===== src/pdr_pkg.sv =====
// Shared types and constants of the PLL divider ratio calculator.
`default_nettype none
package pdr_pkg;

	localparam int DIV_W = 24;               // width of the shared divider
	localparam int TGT_W = 20;               // target clock width
	localparam int NUM_W = 21;               // 2 * target
	localparam int M_W   = 10;
	localparam int N_W   = 15;
	localparam int ACH_W = 24;
	localparam int HCNT_W = 7;

	localparam logic [TGT_W-1:0] TARGET_MAX_KHZ = 20'd1000000;
	localparam logic [N_W-1:0]   REF_KHZ_TWICE  = 15'd24000;
	localparam logic [DIV_W-1:0] HALF_REF_KHZ   = 24'd12000;
	localparam logic [NUM_W-1:0] M_LIMIT        = 21'd1023;
	localparam logic [HCNT_W-1:0] HALVE_MAX     = 7'd100;
	localparam logic [31:0]      REG_ENABLE_BIT = 32'h8000_0000;

	localparam logic [1:0] ST_OK      = 2'd0;
	localparam logic [1:0] ST_RANGE   = 2'd1;
	localparam logic [1:0] ST_INVALID = 2'd2;

	typedef struct packed {
		logic             start;
		logic [DIV_W-1:0] dividend;
		logic [DIV_W-1:0] divisor;
	} div_req_t;

	typedef struct packed {
		logic             done;
		logic [DIV_W-1:0] quotient;
		logic [DIV_W-1:0] remainder;
	} div_rsp_t;

endpackage
`default_nettype wire


===== src/pll_divider_ratio_calc.sv =====
// Top level: sequencer around the shared divider that works out PLL M and N.
// Timing: a target above 1000000 kHz or a zero target gives its result in the cycle
// after the start transaction. Otherwise the result waits on E Euclid divisions
// (E at most about 20), the M and N divisions, H halving steps (H <= 10) and, unless
// N has halved to zero, the achieved-frequency division, all on the one shared divider.
// Throughput: one transaction at a time; busy stays high until the result strobe.
// Reset: arst_n clears the sequencer, divider control and done; results are not cleared.
`default_nettype none
module pll_divider_ratio_calc (
	input  wire logic        clk,
	input  wire logic        arst_n,
	input  wire logic        start,
	output logic             busy,
	input  wire logic [19:0] target_khz,
	output logic             done,
	output logic [1:0]       status,
	output logic [9:0]       mult_m,
	output logic [14:0]      div_n,
	output logic [31:0]      reg_word,
	output logic [23:0]      achieved_khz
);
	import pdr_pkg::*;

	// sequencer states
	localparam logic [3:0] S_IDLE   = 4'd0;
	localparam logic [3:0] S_GCD    = 4'd1;  // launch a Euclid step, or finish the GCD
	localparam logic [3:0] S_GCD_W  = 4'd2;
	localparam logic [3:0] S_DM     = 4'd3;  // M = num / g
	localparam logic [3:0] S_DM_W   = 4'd4;
	localparam logic [3:0] S_DN     = 4'd5;  // N = 24000 / g
	localparam logic [3:0] S_DN_W   = 4'd6;
	localparam logic [3:0] S_HALVE  = 4'd7;  // halve M and N while M is too large
	localparam logic [3:0] S_DA     = 4'd8;  // achieved = 12000 * M / N
	localparam logic [3:0] S_DA_W   = 4'd9;

	logic [3:0]        state_q;
	logic [NUM_W-1:0]  num_q;     // 2 * target, kept for the M division
	logic [NUM_W-1:0]  a_q;       // Euclid pair, a ends as the GCD
	logic [NUM_W-1:0]  b_q;
	logic [NUM_W-1:0]  m_q;
	logic [N_W-1:0]    n_q;
	logic [HCNT_W-1:0] hcnt_q;

	logic        done_q;
	logic [1:0]  status_q;
	logic [9:0]  mult_m_q;
	logic [14:0] div_n_q;
	logic [31:0] reg_word_q;
	logic [23:0] ach_q;

	div_req_t         div_req;
	div_rsp_t         div_rsp;
	logic [DIV_W-1:0] ach_num;
	logic [31:0]      word;

	pdr_div u_div (
		.clk    (clk),
		.arst_n (arst_n),
		.req    (div_req),
		.rsp    (div_rsp)
	);

	// M is at most 1023 once halving is over, so the product fits in 24 bits
	assign ach_num = HALF_REF_KHZ * {{(DIV_W-M_W){1'b0}}, m_q[M_W-1:0]};

	// packed register word, wrapping modulo 2^32 when N has reached zero
	assign word = ((32'(m_q[M_W-1:0]) - 32'd1) << 16)
	            | ((32'(n_q) - 32'd1) << 8)
	            | REG_ENABLE_BIT;

	// operand select for the shared divider
	always_comb begin
		div_req.start    = 1'b0;
		div_req.dividend = '0;
		div_req.divisor  = '0;
		unique case (state_q)
			S_GCD: begin
				div_req.start    = (b_q != '0);
				div_req.dividend = DIV_W'(a_q);
				div_req.divisor  = DIV_W'(b_q);
			end
			S_DM: begin
				div_req.start    = 1'b1;
				div_req.dividend = DIV_W'(num_q);
				div_req.divisor  = DIV_W'(a_q);
			end
			S_DN: begin
				div_req.start    = 1'b1;
				div_req.dividend = DIV_W'(REF_KHZ_TWICE);
				div_req.divisor  = DIV_W'(a_q);
			end
			S_DA: begin
				div_req.start    = 1'b1;
				div_req.dividend = ach_num;
				div_req.divisor  = DIV_W'(n_q);
			end
			default: begin
				div_req.start = 1'b0;
			end
		endcase
	end

	always_ff @(posedge clk or negedge arst_n) begin
		if (!arst_n) begin
			state_q <= S_IDLE;
			done_q  <= 1'b0;
			hcnt_q  <= '0;
		end else begin
			done_q <= 1'b0;
			unique case (state_q)
				S_IDLE: begin
					if (start) begin
						if (target_khz > TARGET_MAX_KHZ || target_khz == '0) begin
							// reject right away
							done_q <= 1'b1;
						end else begin
							state_q <= S_GCD;
						end
					end
				end
				S_GCD: begin
					if (b_q == '0) begin
						state_q <= S_DM;
					end else begin
						state_q <= S_GCD_W;
					end
				end
				S_GCD_W: begin
					if (div_rsp.done) begin
						state_q <= S_GCD;
					end
				end
				S_DM: state_q <= S_DM_W;
				S_DM_W: begin
					if (div_rsp.done) begin
						state_q <= S_DN;
					end
				end
				S_DN: state_q <= S_DN_W;
				S_DN_W: begin
					if (div_rsp.done) begin
						hcnt_q  <= '0;
						state_q <= S_HALVE;
					end
				end
				S_HALVE: begin
					if (m_q > M_LIMIT && hcnt_q < HALVE_MAX) begin
						hcnt_q <= hcnt_q + 1'b1;
					end else if (n_q == '0) begin
						// divider collapsed: report invalid
						done_q  <= 1'b1;
						state_q <= S_IDLE;
					end else begin
						state_q <= S_DA;
					end
				end
				S_DA: state_q <= S_DA_W;
				S_DA_W: begin
					if (div_rsp.done) begin
						done_q  <= 1'b1;
						state_q <= S_IDLE;
					end
				end
				default: state_q <= S_IDLE;
			endcase
		end
	end

	// datapath and result registers
	always_ff @(posedge clk) begin
		unique case (state_q)
			S_IDLE: begin
				if (start) begin
					num_q <= {target_khz, 1'b0};
					a_q   <= {target_khz, 1'b0};
					b_q   <= NUM_W'(REF_KHZ_TWICE);
					if (target_khz > TARGET_MAX_KHZ || target_khz == '0) begin
						status_q   <= (target_khz == '0) ? ST_INVALID : ST_RANGE;
						mult_m_q   <= '0;
						div_n_q    <= '0;
						reg_word_q <= '0;
						ach_q      <= '0;
					end
				end
			end
			S_GCD_W: begin
				if (div_rsp.done) begin
					a_q <= b_q;
					b_q <= div_rsp.remainder[NUM_W-1:0];
				end
			end
			S_DM_W: begin
				if (div_rsp.done) begin
					m_q <= div_rsp.quotient[NUM_W-1:0];
				end
			end
			S_DN_W: begin
				if (div_rsp.done) begin
					n_q <= div_rsp.quotient[N_W-1:0];
				end
			end
			S_HALVE: begin
				if (m_q > M_LIMIT && hcnt_q < HALVE_MAX) begin
					m_q <= m_q >> 1;
					n_q <= n_q >> 1;
				end else if (n_q == '0) begin
					status_q   <= ST_INVALID;
					mult_m_q   <= m_q[M_W-1:0];
					div_n_q    <= n_q;
					reg_word_q <= word;
					ach_q      <= '0;
				end
			end
			S_DA_W: begin
				if (div_rsp.done) begin
					status_q   <= ST_OK;
					mult_m_q   <= m_q[M_W-1:0];
					div_n_q    <= n_q;
					reg_word_q <= word;
					ach_q      <= div_rsp.quotient[ACH_W-1:0];
				end
			end
			default: begin
				num_q <= num_q;
			end
		endcase
	end

	assign busy         = (state_q != S_IDLE);
	assign done         = done_q;
	assign status       = status_q;
	assign mult_m       = mult_m_q;
	assign div_n        = div_n_q;
	assign reg_word     = reg_word_q;
	assign achieved_khz = ach_q;

`ifndef NO_ASSERTIONS
	// an out-of-range target is answered on the next cycle
	a_range_fast: assert property (@(posedge clk) disable iff (!arst_n)
		(start && !busy && target_khz > TARGET_MAX_KHZ) |=> (done && status == ST_RANGE))
		else $error("out-of-range target not rejected at once");

	// a good result never carries a zero multiplier or divider
	a_ok_nonzero: assert property (@(posedge clk) disable iff (!arst_n)
		(done && status == ST_OK) |-> (mult_m != '0 && div_n != '0))
		else $error("ok result with zero M or N");

	// the divider only finishes while the sequencer waits for it
	a_div_wait: assert property (@(posedge clk) disable iff (!arst_n)
		div_rsp.done |-> (state_q == S_GCD_W || state_q == S_DM_W ||
		                  state_q == S_DN_W || state_q == S_DA_W))
		else $error("divider finished outside a wait state");

	// no result strobe while a transaction is still at work
	a_done_idle: assert property (@(posedge clk) disable iff (!arst_n)
		done |-> !busy)
		else $error("result strobe while busy");
`endif

endmodule
`default_nettype wire


===== src/pdr_div.sv =====
// Shared radix-2 restoring divider, one quotient bit per cycle.
`default_nettype none
module pdr_div (
	input  wire logic             clk,
	input  wire logic             arst_n,
	input  wire pdr_pkg::div_req_t req,
	output pdr_pkg::div_rsp_t     rsp
);
	import pdr_pkg::*;

	localparam int CNT_W = $clog2(DIV_W + 1);

	logic [CNT_W-1:0] cnt_q;
	logic             done_q;
	logic [DIV_W-1:0] quo_q;
	logic [DIV_W-1:0] rem_q;
	logic [DIV_W-1:0] dsr_q;
	logic [DIV_W:0]   shifted;
	logic [DIV_W:0]   trial;
	logic             ge;

	// shift in the next dividend bit and try the subtraction
	assign shifted = {rem_q, quo_q[DIV_W-1]};
	assign trial   = shifted - {1'b0, dsr_q};
	assign ge      = (shifted >= {1'b0, dsr_q});

	always_ff @(posedge clk or negedge arst_n) begin
		if (!arst_n) begin
			cnt_q  <= '0;
			done_q <= 1'b0;
		end else begin
			done_q <= 1'b0;
			if (req.start) begin
				cnt_q <= CNT_W'(DIV_W);
			end else if (cnt_q != '0) begin
				cnt_q <= cnt_q - 1'b1;
				if (cnt_q == CNT_W'(1)) begin
					done_q <= 1'b1;
				end
			end
		end
	end

	always_ff @(posedge clk) begin
		if (req.start) begin
			quo_q <= req.dividend;
			rem_q <= '0;
			dsr_q <= req.divisor;
		end else if (cnt_q != '0) begin
			quo_q <= {quo_q[DIV_W-2:0], ge};
			rem_q <= ge ? trial[DIV_W-1:0] : shifted[DIV_W-1:0];
		end
	end

	assign rsp.done      = done_q;
	assign rsp.quotient  = quo_q;
	assign rsp.remainder = rem_q;

endmodule
`default_nettype wire


===== config.mk =====
export PLATFORM = sky130hd
export DESIGN_NAME = pll_divider_ratio_calc
export DESIGN_NICKNAME = d
export VERILOG_FILES = /design/src/pdr_pkg.sv /design/src/pll_divider_ratio_calc.sv /design/src/pdr_div.sv
export SDC_FILE = /design/constraint.sdc
export NUM_CORES = 1
export LEC_CHECK = 0
export ABC_AREA = 1
export BUFFER_PORTS_ARGS = -buffer_cell sky130_fd_sc_hd__buf_2
export CAP_MARGIN = 10
export CORE_ASPECT_RATIO = 1.4
export CORE_UTILIZATION = 50
export DETAILED_ROUTE_END_ITERATION = 10
export GPL_ROUTABILITY_DRIVEN = 0
export GPL_TIMING_DRIVEN = 0
export PLACE_DENSITY = 0.73
export SLEW_MARGIN = 20
export SYNTH_ARGS = -nofsm -noshare
export SYNTH_HDL_FRONTEND = slang
export SYNTH_HIERARCHICAL = 1
export SYNTH_SLANG_ARGS = --single-unit
export TNS_END_PERCENT = 20

===== constraint.sdc =====
create_clock -name clk -period 10.9 [get_ports clk]
set_input_delay 0.545 -clock clk [delete_from_list [all_inputs] [get_ports clk]]
set_output_delay 0.545 -clock clk [all_outputs]
set_load 0.02 [all_outputs]

== Word level (Yosys, flattened, before mapping) ==
Cells that the tools add are included.

* Register bits: 271
* Bits of input ports: 23
* Output and inout bits: 85
* Word-level logic and storage cells: 142

* $add $sub $neg: 5
* Multipliers: 1
* Order comparisons: 4
* Equality and inequality tests: 20
* Multiplexer cells: 72
* Bitwise operators: 1
* Reductions and logical operators: 21

{| class="wikitable"
|+ Operators with widths
! operator !! count
|-
| two-way mux 24 bit || 8
|-
| case mux 48 bit (4 select lines) || 1
|-
| two-way mux 32 bit || 5
|-
| two-way mux 21 bit || 6
|-
| case mux 21 bit (2 select lines) || 3
|-
| two-way mux 15 bit || 7
|-
| case mux 32 bit (3 select lines) || 1
|-
| case mux 24 bit (3 select lines) || 1
|-
| two-way mux 10 bit || 5
|-
| case mux 15 bit (3 select lines) || 1
|-
| case mux 4 bit (10 select lines) || 1
|-
| two-way mux 4 bit || 8
|-
| bitwise OR 31 bit || 1
|-
| case mux 10 bit (3 select lines) || 1
|-
| case mux 15 bit (2 select lines) || 1
|-
| >= comparator 25 x 24 -> 1 bit || 1
|-
| subtractor 24 bit || 1
|-
| greater-than comparator 21 x 10 -> 1 bit (second input constant) || 1
|-
| logical NOT 21 bit || 1
|-
| nonzero test 21 bit || 1
|-
| greater-than comparator 20 bit (second input constant) || 1
|-
| logical NOT 20 bit || 1
|-
| multiplier 9 x 10 -> 19 bit (first input constant) || 1
|-
| == test 4 x 3 -> 1 bit (second input constant) || 4
|-
| 32 further kinds || 62
|}

== Depth between registers and ports, before layout ==
Gate-level depths: netlist of the first run.

* Depth after elaboration: 5
* Mapped depth: 20
* Gate-level depth less buffers: 20

== Modules after synthesis ==
The synthesis of the first run kept the hierarchy.

{| class="wikitable"
|+ By module, submodules not included
! module !! instances !! cells an instance !! area each (um^2) !! sequential area each (um^2)
|-
| pll_divider_ratio_calc || 1 || 1,184 || 11,113.2 || 5,375.2
|-
| pdr_div || 1 || 740 || 5,146.2 || 2,072.0
|}

== Least setup slack after synthesis of the first run ==
Ideal clock, no wire load.

* Path type: register to register
* From: reg m_q[6]
* To: reg ach_q[0], in the netlist achieved_khz[0] (enable)
* Setup time: 0.598 ns
* Arrival: 6.185 ns
* Required time: 10.302 ns
* Setup slack: 4.116 ns
* Stages on the path, launching flop included: 10
* Path buffers: 0
* Clock period less this slack: 6.784 ns
* Cells stage by stage: edfxtp_1 > ha_1 > inv_1 > nor2_1 > nand2_1 > nand2_1 > nand2_1 > nand2_1 > nand2_2 > o21ai_0

* Longest elaborated chain between the ends: 4

{| class="wikitable"
|+ RTL lines
! what !! RTL line !! text
|-
| from (decl) || pll_divider_ratio_calc.sv:40 || <nowiki>logic [NUM_W-1:0] m_q;</nowiki>
|-
| from (signal assigned) || pll_divider_ratio_calc.sv:194 || <nowiki>m_q <= div_rsp.quotient[NUM_W-1:0];</nowiki>
|-
| from (signal assigned) || pll_divider_ratio_calc.sv:204 || <nowiki>m_q <= m_q >> 1;</nowiki>
|-
| greater-than comparator 21 x 10 -> 1 bit || pll_divider_ratio_calc.sv:203 || <nowiki>if (m_q > M_LIMIT && hcnt_q < HALVE_MAX) begin</nowiki>
|-
| logical AND 1 bit || pll_divider_ratio_calc.sv:203 ||
|-
| != test 2 bit (no line) || - ||
|-
| AND reduction 6 bit (no line) || - ||
|-
| to (signal assigned) || pll_divider_ratio_calc.sv:220 || <nowiki>ach_q <= div_rsp.quotient[ACH_W-1:0];</nowiki>
|-
| to (decl) || pll_divider_ratio_calc.sv:49 || <nowiki>logic [23:0] ach_q;</nowiki>
|}

No other way between the ends.
A chain may end at the register's enable or synchronous reset.

==> results of run 1 <==
[worst max-delay path: stages (launching register included)]
cell,delay (ns)
sky130_fd_sc_hd__edfxtp_1,0.61
sky130_fd_sc_hd__inv_1,0.27
sky130_fd_sc_hd__ha_1,0.34
sky130_fd_sc_hd__inv_1,0.04
sky130_fd_sc_hd__fa_1,0.48
sky130_fd_sc_hd__inv_1,0.06
sky130_fd_sc_hd__fa_1,0.54
sky130_fd_sc_hd__inv_1,0.06
sky130_fd_sc_hd__fa_1,0.55
sky130_fd_sc_hd__inv_1,0.05
sky130_fd_sc_hd__ha_1,0.35
sky130_fd_sc_hd__nand2_1,0.14
sky130_fd_sc_hd__nor3_1,0.26
sky130_fd_sc_hd__nand2_1,0.09
sky130_fd_sc_hd__o211ai_1,0.16
sky130_fd_sc_hd__nand2_1,0.11
sky130_fd_sc_hd__nand3_1,0.08
sky130_fd_sc_hd__nand2_1,0.05
sky130_fd_sc_hd__nor2_1,0.43
sky130_fd_sc_hd__nand2_1,0.13
sky130_fd_sc_hd__nand2_1,0.11
[power by group]
part | leakage, nW | internal (mW) | switching, mW
Combinational | 5.80 | 1.21 | 2.39
Clock | 0.419 | 0.511 | 0.387
Sequential | 2.52 | 1.40 | 0.156
[state kept, by name, summed over array words and instances, names as in the netlist]
register	cells
a_q	21
achieved_khz	24
b_q	21
div_n	15
done	1
hcnt_q	7
m_q	21
mult_m	10
n_q	15
num_q	20
reg_word	20
state_q	4
status	2
u_div/cnt_q	5
u_div/done_q	1
u_div/dsr_q	24
u_div/quo_q	24
u_div/rem_q	24
[metrics by stage]
step                utilization, %  power (mW)  hold WS (ns)  std cells
finish                        57.6        6.06         0.218       2483
floorplan                        -        4.19         0.249       1934
detailed placement            54.9        5.10         0.472       2433
global route                  57.6        6.63         0.214       2482
global placement              54.4        5.00         0.470       2428
CTS                           57.6        6.02         0.204       2482
[metal layers]
metal	global-route usage [%]	up-vias	routed length [um]
li1	-	6429	-
met1	27.1	6140	15200
met2	48.5	490	22000
met3	3.17	151	2150
met4	16.3	6	3000
met5	0	-	39
[area by class of cell]
class / count / share of cell area, %
clock buffer: 27 / 3.57
multi-input combinational: 1243 / 39.0
tap: 395 / 2.70
sequential: 259 / 40.7
buffer: 59 / 1.93
timing repair buffer: 105 / 3.42
clock inverter: 21 / 1.09
inverter: 373 / 7.66
antenna: 1 / 0.0137
[path summary, 6_finish.rpt]
kind                                                   start  slack, ns                            to  depth (start not counted)
worst max register to register              m_q[4]$_DFFE_PP_       5.87     u_div/quo_q[23]$_DFFE_PP_                         20
worst min-delay path                          target_khz[13]       0.22           num_q[14]$_DFFE_PP_                          1
max in group asynchronous                             arst_n      10.13    u_div/cnt_q[0]$_DFFE_PN0P_                          2
worst min register to register  u_div/rem_q[21]$_SDFFE_PP0P_       0.48  u_div/rem_q[21]$_SDFFE_PP0P_                          2
worst max-delay path                        m_q[4]$_DFFE_PP_       5.87     u_div/quo_q[23]$_DFFE_PP_                         20
min in group asynchronous                             arst_n       0.47         hcnt_q[6]$_DFFE_PN0P_                          2
[layout by cell type, fill, tap and decap left out, types with 14 or more instances in the layout]
cell type,Yosys,final
sky130_fd_sc_hd__clkbuf_16,0,26
sky130_fd_sc_hd__a21oi_1,42,41
sky130_fd_sc_hd__fa_1,39,39
sky130_fd_sc_hd__dfxtp_1,24,24
sky130_fd_sc_hd__inv_1,357,357
sky130_fd_sc_hd__xor2_1,15,15
sky130_fd_sc_hd__nand4_1,48,48
sky130_fd_sc_hd__ha_1,92,92
sky130_fd_sc_hd__nand2_1,538,538
sky130_fd_sc_hd__dfrtp_1,18,18
sky130_fd_sc_hd__buf_2,27,126
sky130_fd_sc_hd__nor2_1,154,153
sky130_fd_sc_hd__buf_4,14,14
sky130_fd_sc_hd__o21ai_0,77,76
sky130_fd_sc_hd__o221ai_1,15,15
sky130_fd_sc_hd__edfxtp_1,217,217
sky130_fd_sc_hd__nand3_1,95,94
[cell families after synthesis]
logic type	Yosys count	synth area share, %
XOR/XNOR	25	1.35
other	1	0.0231
flip-flops	259	45.8
adder cells (fa/ha/maj)	131	11.9
buffers and inverters	432	10.8
AO/OA/AOI/OAI	177	6.31
AND/OR/NAND/NOR	899	23.8
==> flow_results.org, run 1 <==
** Run status
- The flow ran to the end, and the final reports show no timing, DRC or antenna violations.

** Die
- Num rows :: 77
- Total die area :: 33,300 um2
- Effective utilization at floorplan :: 51.1%
- Core Area :: 31,800 um2
- Die Ht :: 215 um
- DIE WIDTH :: 154 um
- # IOs :: 108

** Detailed routing
- After detailed routing, the total wire length is 42,400 um.
- Vias after detailed routing :: 13,200
- After detailed routing, the number of remaining DRC violations is 0.
- Number of nets with antenna violations after detailed routing :: 0
- Using the TritonRoute via totals, the vias-per-cell ratio works out to 5.32.
- Drt pass-1 iters :: 6
- Wire per inst :: 17.1 um
- Number of design-rule violations left by the first detailed-router iteration :: 943

** Synthesis
- Yosys attributes the largest share of cell area to sky130_fd_sc_hd__edfxtp_1 40%, sky130_fd_sc_hd__nand2_1 12%, sky130_fd_sc_hd__inv_1 8.2%, sky130_fd_sc_hd__ha_1 7.1%, sky130_fd_sc_hd__fa_1 4.8%.
- The mapped netlist covers 16,300 um2.
- Sequential cells were found to cover 45.8% of the synthesized design area.
- After synthesis, the most frequently instantiated cells are 538 x sky130_fd_sc_hd__nand2_1, 357 x sky130_fd_sc_hd__inv_1, 217 x sky130_fd_sc_hd__edfxtp_1.
- Mean area per synthesized cell :: 8.45 um2
- In the synthesized netlist the dominant register cell turns out to be sky130_fd_sc_hd__edfxtp_1.
- Yosys mapped the design onto 54 distinct sky130hd cell types.
- Share of the synthesized area in the top cell type :: 40.1%
- The Yosys step of the flow raised 6 warnings.
- Most area-hungry cell type in the Yosys netlist :: sky130_fd_sc_hd__edfxtp_1
- Most repeated cell in the gate-level netlist after synthesis :: sky130_fd_sc_hd__nand2_1
- After technology mapping, the gate count stands at 1,924.
- Yosys reg bits :: 259
- After synthesis, the share of flip-flops with an asynchronous set or reset is 6.95%.
- Number of flops mapped to enable cells by yosys :: 217

** Global route
- The initial antenna violation count was 4.
- The number of global-route vias before repair is 13,100.
- Aggregate global-route resource usage :: 25.9%
- Maximum number of pins on one net before global-route repair :: 29
- Remaining global-route overflow :: 0
- The first global-routing pass estimated 67,100 um of wire.

** Min path
- Hold Crit Class :: primary input to flop

** Power
- Leakage power summed over all cells :: 8.75 nW
- Ratio of total power to cell area :: 331 nW/um2
- VDD sags by at most 0.195 mV.

** Flow run
- The tool flagged a number of max-cap violations equal to 0.

** Clocking
- Total clock buffers created by CTS :: 26
- For the worst-skew pair, the clock arrives at the later sink with an insertion delay of 0.55 ns.
- Resize count post-CTS :: 0
- # Post-CTS Setup Buffers :: 0
- Clock tree from TritonCTS :: yes
- The longest clock path from root to sink contains 3 buffers.
- The clock drives 259 sinks.
- After clock tree synthesis, the flow added hold-fix buffers numbering 1.
- The tree is rooted in a sky130_fd_sc_hd__clkbuf_16.
- Worst-path clk slew :: 0.07 ns
- Total number of H-tree levels :: 1

** Critical path
- Of all nets on the critical path, the largest fanout is 7.
- By startpoint and endpoint, the worst setup path is classified as flop to flop.
- Data arrival time of the worst path :: 5.44 ns
- Endpoint required time on the critical path :: 11.31 ns
- Capturing element type of the critical path :: flop
- The worst setup path is launched from a flop.

** Finish
- Fraction of layout instances using a drive strength above 1 :: 12.0%
- Across the whole layout, storage elements account for 7450 um2.
- Area growth from synthesis to final layout :: 12.7%
- Count of filler cells inserted in the layout :: 2,812
- Summing all multi-input logic gate instances after layout gives 7140 um2.
- Net total in the final layout :: 2,221
- Final Cell Area :: 18,300 um2

** Timing
- Setup total negative slack on the finished layout was measured at 0 ns.
- Worst Tran Pin Value :: 0.993 ns
- Final Slew Violations :: 0
- Crit path time final :: 5.03 ns
- Setup violations remaining at the end of the flow were counted as 0.
- Final WS setup :: 5.87 ns
- Of the available clock period, the critical path in the final layout requires 46.1%.
- Setup repair after global routing left no endpoint under its margin.
- Derived from the worst setup path, the maximum achievable clock frequency is 199 MHz.
- In this run the tightest slew margin relative to its limit is 33.7%.
- Clock skew on the completed layout was measured at 0.0196 ns.
- The number of failing hold endpoints at the final stage is 0.

** Placement
- Detailed placer's ending HPWL :: 33,600 um
- Pre-CTS WS :: 5.98 ns
- Count of buffers inserted at the top-level ports :: 99
- Placed standard-cell area :: 17,500 um2
No activity file was read; power rests on OpenSTA's default activity.
==> run 2: changes to the inputs <==
- ABC_AREA: 1 -> 0
- PLACE_DENSITY: 0.73 -> 0.76
- clock period: 10.9 -> 4.45 ns (I/O delays scaled with it)
==> run 2 against run 1 <==
  * The flow now finishes with violations (negative setup slack)
  * Non-clock buffer count up 59
  * Worst hold slack lost 0.064 ns
  * Utilization grew 2.7 points
  * Critical path depth down 4
  * First-iteration DRC count is 0.85% lower
  * Area after synthesis shrank 7.1%
  * Synthesized cell count shrank 29%
  * Critical path type unchanged
  * Critical endpoint is now u_div/quo_q[16]$_DFFE_PP_
  * Highest routed layer is now met4
==> flow_results.org, run 2 <==
** Run status
- Outcome: complete, but fails checks (was complete, no violations).
- Violations in the final reports :: negative setup slack

** Min path
- Hold Crit Class :: primary input to async pin (was primary input to flop)

** Detailed routing
- Drt pass-1 iters :: 6 (unchanged)
- Number of design-rule violations left by the first detailed-router iteration :: 935 (was 943)
- The average wire length per cell after detail routing is 20.0 um (was 17.1 um).
- Vias after detailed routing :: 11,300 (was 13,200)
- The residual antenna-violating net count after detailed routing was 0 (unchanged).
- The via-per-instance ratio was 5.76 (was 5.32).
- Residual DRC count :: 0 (unchanged)
- Final routed wirelength across all metal layers :: 39,400 um (was 42,400 um)

** Timing
- Number of endpoints failing setup at the final stage :: 9 (was 0)
- Final WS setup :: -0.180 ns (was 5.87 ns)
- The highest attainable clock frequency was 216 MHz (was 199 MHz).
- Worst-case headroom to the max-slew limit :: 38.5% (was 33.7%)
- The actual transition at the worst max-transition pin came to 0.914 ns (was 0.993 ns).
- Unrepaired setup endpoints after global routing: true (was false).
- The worst clock skew on the final layout was 0.0107 ns (was 0.0196 ns).
- Endpoints failing hold :: 0 (unchanged)
- Crit path time final :: 4.63 ns (was 5.03 ns)
- The number of max-slew violations in the final report was 0 (unchanged).
- The portion of the clock cycle consumed by the worst path in the final layout came to 104% (was 46.1%).

** Synthesis
- The share of flip-flops with an asynchronous set or reset was 6.95% (unchanged).
- Number of different library cells in the post-synthesis netlist :: 79 (was 54)
- The main flop type after synthesis was sky130_fd_sc_hd__edfxtp_1 (unchanged).
- Most area-hungry cell type in the Yosys netlist :: sky130_fd_sc_hd__edfxtp_1 (unchanged)
- Mean area per synthesized cell :: 11.0 um2 (was 8.45 um2)
- The count of state elements after synthesis is 259 (unchanged).
- Number of flops mapped to enable cells by yosys :: 217 (unchanged)
- Synth cell count leaders: 217 x sky130_fd_sc_hd__edfxtp_1, 155 x sky130_fd_sc_hd__inv_1, 144 x sky130_fd_sc_hd__nand2_1 (was 538 x sky130_fd_sc_hd__nand2_1, 357 x sky130_fd_sc_hd__inv_1, 217 x sky130_fd_sc_hd__edfxtp_1).
- Top post-synthesis cells by area: sky130_fd_sc_hd__edfxtp_1 43%, sky130_fd_sc_hd__ha_1 7.6%, sky130_fd_sc_hd__fa_1 5.2%, sky130_fd_sc_hd__inv_1 3.9%, sky130_fd_sc_hd__nand2_1 3.6% (was sky130_fd_sc_hd__edfxtp_1 40%, sky130_fd_sc_hd__nand2_1 12%, sky130_fd_sc_hd__inv_1 8.2%, sky130_fd_sc_hd__ha_1 7.1%, sky130_fd_sc_hd__fa_1 4.8%).
- The cell count after synthesis was 1,374 (was 1,924).
- The sequential element share of the synthesized area was 49.3% (was 45.8%).
- Synth Cell Area :: 15,100 um2 (was 16,300 um2)
- Most repeated cell in the gate-level netlist after synthesis :: sky130_fd_sc_hd__edfxtp_1 (was sky130_fd_sc_hd__nand2_1)
- The area share of the largest cell type after synthesis is 43.1% (was 40.1%).
- Yosys warns :: 6 (unchanged)

** Power
- The total power divided by cell area came to 265 nW/um2 (was 331 nW/um2).
- The largest vdd supply drop came to 0.217 mV (was 0.195 mV).
- Leakage power summed over all cells :: 7.18 nW (was 8.75 nW)

** Die
- The site row count came to 74 (was 77).
- # IOs :: 108 (unchanged)
- The initial cell density of the core was 51.3% (was 51.1%).
- The die area is 30,900 um2 (was 33,300 um2).
- The core region area was 29,400 um2 (was 31,800 um2).
- DIE WIDTH :: 149 um (was 154 um)
- Die Ht :: 208 um (was 215 um)

** Finish
- Fraction of layout instances using a drive strength above 1 :: 19.8% (was 12.0%)
- Most frequent standard cell in the layout excluding fill and tap cells :: sky130_fd_sc_hd__edfxtp_1 (was sky130_fd_sc_hd__nand2_1)
- Seq. cell area :: 7450 um2 (unchanged)
- The relative area change from synthesis to final layout came to 17.5% (was 12.7%).
- Area of the multi-input gates :: 7040 um2 (was 7140 um2)
- The count of non-filler cells in the finished layout is 1,967 (was 2,483).
- The antenna diode count is 0 (was 1).
- Net total in the final layout :: 1,722 (was 2,221)
- The post-route core utilization was 60.3% (was 57.6%).
- Commonest non-fill, non-tap cells in the layout :: 217 x sky130_fd_sc_hd__edfxtp_1, 143 x sky130_fd_sc_hd__nand2_1, 141 x sky130_fd_sc_hd__inv_1, 110 x sky130_fd_sc_hd__buf_2, 83 x sky130_fd_sc_hd__ha_1 (was 538 x sky130_fd_sc_hd__nand2_1, 357 x sky130_fd_sc_hd__inv_1, 217 x sky130_fd_sc_hd__edfxtp_1, 153 x sky130_fd_sc_hd__nor2_1, 126 x sky130_fd_sc_hd__buf_2)
- The fill cell total of the finished layout came to 2,316 (was 2,812).

** Critical path
- Endpoint required time on the critical path :: 4.74 ns (was 11.31 ns)
- The setup slack of the most critical reg-to-reg path is -0.18 ns (was 5.87 ns).
- FF-to-FF Start :: m_q[3]$_DFFE_PP_ (was m_q[4]$_DFFE_PP_)
- The startpoint class of the critical path is a flop (unchanged).
- The depth of the most critical reg-to-reg path came to 16 (was 20).
- Origin of the worst setup path :: m_q[3]$_DFFE_PP_ (was m_q[4]$_DFFE_PP_)
- The endpoint arrival time on the critical path is 4.92 ns (was 5.44 ns).
- The maximum net fanout on the critical path was 5 (was 7).
- The path type of the worst setup path is flop to flop (unchanged).
- Reg2Reg Capture Point :: u_div/quo_q[16]$_DFFE_PP_ (was u_div/quo_q[23]$_DFFE_PP_)
- Capturing element type of the critical path :: flop (unchanged)

** Global route
- The number of global-route vias before repair is 11,500 (was 13,100).
- First-pass GRT wire length :: 60,900 um (was 67,100 um)
- The maximum number of pins on one net before global-route repair is 31 (was 29).
- The total global routing overflow is 0 (unchanged).
- The initial antenna violation count came to 0 (was 4).
- Aggregate global-route resource usage :: 25.5% (was 25.9%)

** Clocking
- Cell at the root of the clock tree :: sky130_fd_sc_hd__clkbuf_16 (unchanged)
- Worst-path clk slew :: 0.07 ns (about the same)
- Clock tree from TritonCTS :: yes (unchanged)
- Total number of H-tree levels :: 1 (unchanged)
- The number of clock sinks seen by CTS came to 259 (unchanged).
- Total clock buffers created by CTS :: 25 (was 26)
- Buffer levels on the longest clock path :: 3 (unchanged)
- Clock latency reported for the late side of the worst-skew pair :: 0.54 ns (was 0.55 ns)

** Placement
- Count of buffers inserted at the top-level ports :: 99 (unchanged)
- Detailed placer's ending HPWL :: 29,500 um (was 33,600 um)
- Cells after DPL :: 1,869 (was 2,433)

** Flow run
- The count of maximum capacitance violations was 0 (unchanged).
[run 2: cell types whose count changed in the layout (fill, tap and decap cells not counted), sizes merged, moves of 35 or more]
cell    previous run  this run
and2               0        58
clkbuf            37        72
inv              371       154
mux2               0        44
nand2            549       145
nand3             96        20
nand4             49        13
nor2             166        73
[run 2: final cells by class]
type                            count  share of cell area [%]
Sequential cell                   259                    42.0
Multi-Input combinational cell    903                    39.7
Timing Repair Buffer              157                    6.16
Clock buffer                       36                    3.81
Inverter                          156                    3.35
Tap cell                          380                    2.68
Buffer                             66                    1.84
Clock inverter                     10                   0.522
[run 2: report_power, final]
| part | internal, mW | total [mW] | leakage [nW] | switching (mW) |
|---|---|---|---|---|
| Combinational | 0.0315 | 0.0630 | 4.47 | 0.0314 |
| Clock | 1.12 | 2.04 | 0.360 | 0.913 |
| Sequential | 2.60 | 2.60 | 2.35 | 0 |
| Total | 3.75 | 4.70 | 7.18 | 0.944 |
[run 2: repair_timing]
action	4_1_cts	5_1_grt
setup endpoints to repair	35	24
setup buffers	27	4
hold buffers	21	0
pin swaps	27	19
gates resized for setup	48	16
endpoints found under the hold margin	38	0
[run 2: cells by family (layout without fill, tap and decap cells)]
logic type | Yosys count | after routing | synth area share [%]
multiplexers | 47 | 47 | 3.48
flip-flops | 259 | 259 | 49.3
other | 1 | 11 | 0.0248
AO/OA/AOI/OAI | 263 | 263 | 12.3
XOR/XNOR | 48 | 48 | 2.78
buffers and inverters | 222 | 425 | 6.04
AND/OR/NAND/NOR | 403 | 403 | 13.3
adder cells (fa/ha/maj) | 131 | 131 | 12.8
[run 2: worst max-delay path, stage by stage, from the launching register on]
cell and delay [ns]:
sky130_fd_sc_hd__edfxtp_1 0.56, sky130_fd_sc_hd__buf_6 0.19, sky130_fd_sc_hd__ha_1 0.26, sky130_fd_sc_hd__inv_1 0.05, sky130_fd_sc_hd__fa_1 0.54, sky130_fd_sc_hd__inv_1 0.06
sky130_fd_sc_hd__fa_1 0.56, sky130_fd_sc_hd__inv_2 0.05, sky130_fd_sc_hd__fa_2 0.56, sky130_fd_sc_hd__inv_2 0.05, sky130_fd_sc_hd__ha_4 0.21, sky130_fd_sc_hd__buf_4 0.15
sky130_fd_sc_hd__or2_2 0.29, sky130_fd_sc_hd__a31oi_1 0.19, sky130_fd_sc_hd__xor2_1 0.26, sky130_fd_sc_hd__o21ai_1 0.11, sky130_fd_sc_hd__mux2_2 0.29
[run 2: stage by stage]
step | worst slack (ns) | instance area, um2 | hold slack (ns) | setup TNS (ns) | power [mW]
after floorplan | -0.0789 | 15100 | -0.0731 | -0.157 | 2.67
after global placement | -2.09 | 16100 | 0.177 | -187.58 | 2.70
after detailed placement | -0.700 | 16300 | 0.191 | -4.98 | 2.70
after CTS | -0.0889 | 17600 | 0.159 | -0.315 | 4.71
after global routing | -0.242 | 17800 | 0.209 | -1.82 | 4.80
final | -0.180 | 17800 | 0.154 | -0.869 | 4.70
[run 2: worst max-delay path by stage]
stage,cells past startpoint,slack [ns],end
after global routing,17,-0.24,u_div/quo_q[20]$_DFFE_PP_
after CTS,16,-0.09,u_div/quo_q[20]$_DFFE_PP_
after detailed placement,17,-0.70,u_div/quo_q[20]$_DFFE_PP_
after floorplan,17,-0.08,u_div/quo_q[18]$_DFFE_PP_
final,16,-0.18,u_div/quo_q[16]$_DFFE_PP_
after global placement,8,-2.09,u_div/quo_q[2]$_DFFE_PP_
[run 2: layer usage]
metal  global-route usage, %  wire (um)
met5                       0          0
met4                    15.5       2490
met3                    3.01       1950
met2                    46.6      20900
met1                    27.7      14100
==> run 3: changes to the inputs <==
- REMOVE_ABC_BUFFERS: unset -> 1
==> run 3 against run 2 <==
  * The run still ends with negative setup slack left
  * Non-clock buffer count shrank 51
  * Routed wire length shrank 5.6%
  * Register-to-register slack lost 0.02 ns
  * Combinational power shrank 9.7%
  * Die area is the same
  * Flip-flop and latch count is the same
  * Via count shrank 2.1%
  * Design area shrank 0.51%
  * Global-route usage shrank 1.0 points
  * Power grew 1.4%
  * Critical path type unchanged
  * Highest routed layer unchanged
==> flow_results.org, run 3 (synthesis gave the netlist of run 2 again) <==
** Run status
- Violations in the final reports :: negative setup slack (unchanged)
- Outcome :: complete, but fails checks (unchanged)

** Critical path
- R2R setup slack :: -0.20 ns (was -0.18 ns)
- Reg2Reg Capture Point :: u_div/quo_q[20]$_DFFE_PP_ (was u_div/quo_q[16]$_DFFE_PP_)
- Data arrival time of the worst path :: 4.94 ns (was 4.92 ns)
- The startpoint of the most critical register-to-register path was m_q[9]$_DFFE_PP_ (was m_q[3]$_DFFE_PP_).
- Startpoint-to-endpoint class of the critical path :: flop to flop (unchanged)
- Count of cells along the worst register-to-register path :: 17 (was 16)
- Endpoint required time on the critical path :: 4.74 ns (about the same)
- Critical Path Source Type :: flop (unchanged)
- Capturing element type of the critical path :: flop (unchanged)
- The maximum net fanout on the critical path was 4 (was 5).

** Die
- Effective utilization at floorplan :: 51.3% (unchanged)
- The die extent in y was 208 um (unchanged).
- The width of the die is 149 um (unchanged).
- # IOs :: 108 (unchanged)
- Total die area :: 30,900 um2 (unchanged)
- Core Area :: 29,400 um2 (unchanged)
- Num rows :: 74 (unchanged)

** Power
- Worst VDD drop :: 0.272 mV (was 0.217 mV)
- Switching share of power :: 20.4% (was 20.1%)
- The clock power share came to 44.3% (was 43.4%).
- Ratio of total power to cell area :: 270 nW/um2 (was 265 nW/um2)
- The combinational power share is 1.2% (was 1.3%).
- The cell-internal power was 3.79 mW (was 3.75 mW).
- Leakage power summed over all cells :: 7.12 nW (was 7.18 nW)
- The switching component of the power was 0.972 mW (was 0.944 mW).
- The sequential cell fraction of total power came to 54.5% (was 55.3%).

** Detailed routing
- Detailed route wirelength on metal2 :: 19,700 um (was 20,900 um)
- The iteration-0 DRC count of the detailed router is 849 (was 935).
- The via-per-instance ratio is 5.78 (was 5.76).
- The routed via count is 11,100 (was 11,300).
- Routed wl met3 :: 2010 um (was 1950 um)
- Number of nets with antenna violations after detailed routing :: 0 (unchanged)
- The number of detailed-routing iterations run before antenna repair was 6 (unchanged).
- Final routed wirelength across all metal layers :: 37,200 um (was 39,400 um)
- The top routing layer in use is met4 (unchanged).
- Residual DRC count :: 0 (unchanged)
- The met1 routed wirelength after detailed routing came to 13,800 um (was 14,100 um).
- The average wire length per cell after detail routing came to 19.4 um (was 20.0 um).

** Global route
- The initial antenna violation count came to 1 (was 0).
- Remaining global-route overflow :: 0 (unchanged)
- The number of global-route vias before repair came to 11,200 (was 11,500).
- The maximum number of pins on one net before global-route repair came to 38 (was 31).
- First-pass GRT wire length :: 59,500 um (was 60,900 um)
- Aggregate global-route resource usage :: 24.5% (was 25.5%)

** Timing
- Unrepaired setup endpoints after global routing :: true (unchanged)
- Ratio of final minimum period to clock period :: 105% (was 104%)
- The highest attainable clock frequency came to 215 MHz (was 216 MHz).
- The final worst slack came to -0.201 ns (was -0.180 ns).
- The worst clock skew on the final layout came to 0.0239 ns (was 0.0107 ns).
- Final Slew Violations :: 0 (unchanged)
- The final critical path time including I/O delays and setup came to 4.65 ns (was 4.63 ns).
- Worst hold slack after final layout :: 0.162 ns (was 0.154 ns)
- The number of failing hold endpoints at the final stage was 0 (unchanged).
- Worst Tran Pin Value :: 0.994 ns (was 0.914 ns)
- The setup-violating endpoint count in the final report came to 8 (was 9).
- The worst slew margin relative to its limit was 33.1% (was 38.5%).

** Finish
- The relative area change from synthesis to final layout is 16.9% (was 17.5%).
- The most common cell after layout, fill and taps aside was sky130_fd_sc_hd__edfxtp_1 (unchanged).
- Commonest non-fill, non-tap cells in the layout :: 217 x sky130_fd_sc_hd__edfxtp_1, 141 x sky130_fd_sc_hd__nand2_1, 138 x sky130_fd_sc_hd__inv_1, 99 x sky130_fd_sc_hd__buf_2, 84 x sky130_fd_sc_hd__ha_1 (was 217 x sky130_fd_sc_hd__edfxtp_1, 143 x sky130_fd_sc_hd__nand2_1, 141 x sky130_fd_sc_hd__inv_1, 110 x sky130_fd_sc_hd__buf_2, 83 x sky130_fd_sc_hd__ha_1)
- Net total in the final layout :: 1,671 (was 1,722)
- Fraction of layout instances using a drive strength above 1 :: 20.2% (was 19.8%)
- Final Cell Area :: 17,700 um2 (was 17,800 um2)
- Count of filler cells inserted in the layout :: 2,330 (was 2,316)

** Clocking
- The CTS clock-pin slew for the worst setup and hold paths is 0.07 ns (about the same).
- Clk sink count :: 259 (unchanged)
- The number of buffers inserted during clock tree synthesis is 25 (unchanged).
- Clock tree from TritonCTS :: yes (unchanged)
- Buffer levels on the longest clock path :: 3 (unchanged)
- Clock latency reported for the late side of the worst-skew pair :: 0.56 ns (was 0.54 ns)
- Cell at the root of the clock tree :: sky130_fd_sc_hd__clkbuf_16 (unchanged)
- The number of levels in the clock H-tree is 1 (unchanged).

** Min path
- Hold Crit Class :: primary input to async pin (unchanged)

** Placement
- Pre-CTS WS :: -0.824 ns (was -0.700 ns)
- The post-detailed-placement half-perimeter wirelength is 26,900 um (was 29,500 um).
- Count of buffers inserted at the top-level ports :: 99 (unchanged)
- The cell area after placement was 16,200 um2 (was 16,300 um2).

** Flow run
- The count of maximum capacitance violations was 0 (unchanged).
[run 3: cell count changes in the layout (fill, tap and decap cells not counted), sizes merged]
cell    previous run  this run
clkinv             5        10
buf              166       151
bufinv             1         2
diode              0         2
clkbuf            72        31
inv              154       153
[run 3: how the worst max path moves through the flow]
stage                                 to  depth (start not counted)  slack [ns]                   start
6_report       u_div/quo_q[20]$_DFFE_PP_                         17       -0.20        m_q[9]$_DFFE_PP_
5_1_grt        u_div/quo_q[20]$_DFFE_PP_                         17       -0.34        m_q[9]$_DFFE_PP_
4_1_cts        u_div/quo_q[18]$_DFFE_PP_                         16       -0.12        m_q[7]$_DFFE_PP_
3_5_place_dp   u_div/quo_q[18]$_DFFE_PP_                         17       -0.82        m_q[7]$_DFFE_PP_
3_3_place_gp   u_div/quo_q[22]$_DFFE_PP_                          6       -8.91  state_q[1]$_DFFE_PN0P_
2_1_floorplan   u_div/quo_q[0]$_DFFE_PP_                          6       -4.46  state_q[1]$_DFFE_PN0P_
[run 3: cell type report]
cell class,instances,area [um2],share of cell area (%)
antenna,2,5.00,0.0283
clock inverter,15,130,0.737
sequential,259,7450,42.2
tap,380,475,2.69
multi-input combinational,903,7070,40.0
timing repair buffer,172,1280,7.25
clock buffer,31,658,3.73
inverter,156,598,3.39
[run 3: what timing repair did]
action | CTS | global route
endpoints found under the hold margin | 40 | 0
setup buffers | 30 | 3
gates cloned | 0 | 0
hold buffers | 21 | 0
setup endpoints to repair | 35 | 10
pin swaps | 33 | 15
gates resized for setup | 57 | 4
[run 3: critical path, stage by stage (launching register included)]
cell and delay, ns:
sky130_fd_sc_hd__edfxtp_1 0.41, sky130_fd_sc_hd__buf_6 0.15, sky130_fd_sc_hd__fa_1 0.55, sky130_fd_sc_hd__inv_2 0.04, sky130_fd_sc_hd__fa_1 0.49, sky130_fd_sc_hd__inv_2 0.05, sky130_fd_sc_hd__fa_1 0.58, sky130_fd_sc_hd__inv_2 0.06
sky130_fd_sc_hd__fa_2 0.54, sky130_fd_sc_hd__inv_2 0.05, sky130_fd_sc_hd__ha_4 0.24, sky130_fd_sc_hd__nand4_1 0.09, sky130_fd_sc_hd__nor3_2 0.07, sky130_fd_sc_hd__a311oi_4 0.33, sky130_fd_sc_hd__a31oi_1 0.15, sky130_fd_sc_hd__xnor2_1 0.18
sky130_fd_sc_hd__o21ai_1 0.11, sky130_fd_sc_hd__mux2_4 0.29
[run 3: power by group through the flow]
stage               Sequential, mW  Clock, mW  Combinational (mW)
finish                        2.60       2.11              0.0569
global placement              2.65          0              0.0405
floorplan                     2.65          0              0.0161
CTS                           2.60       2.14              0.0566
detailed placement            2.65          0              0.0417
global route                  2.60       2.22              0.0607
[run 3: stage by stage]
step | utilization (%) | power [mW] | cells | setup TNS (ns)
2_1_floorplan | - | 2.67 | 1318 | -637.02
3_3_place_gp | 53.6 | 2.69 | 1797 | -1366.21
3_5_place_dp | 55.0 | 2.69 | 1816 | -7.57
4_1_cts | 59.9 | 4.79 | 1913 | -0.502
5_1_grt | 60.0 | 4.88 | 1918 | -2.14
6_report | 60.0 | 4.76 | 1918 | -0.849
[run 3: metal layers]
metal  vias up  GRT usage [%]
met5         -              0
met4         0           11.3
met3        83           2.55
met2       400           44.6
met1      5454           28.3
li1       5158              -
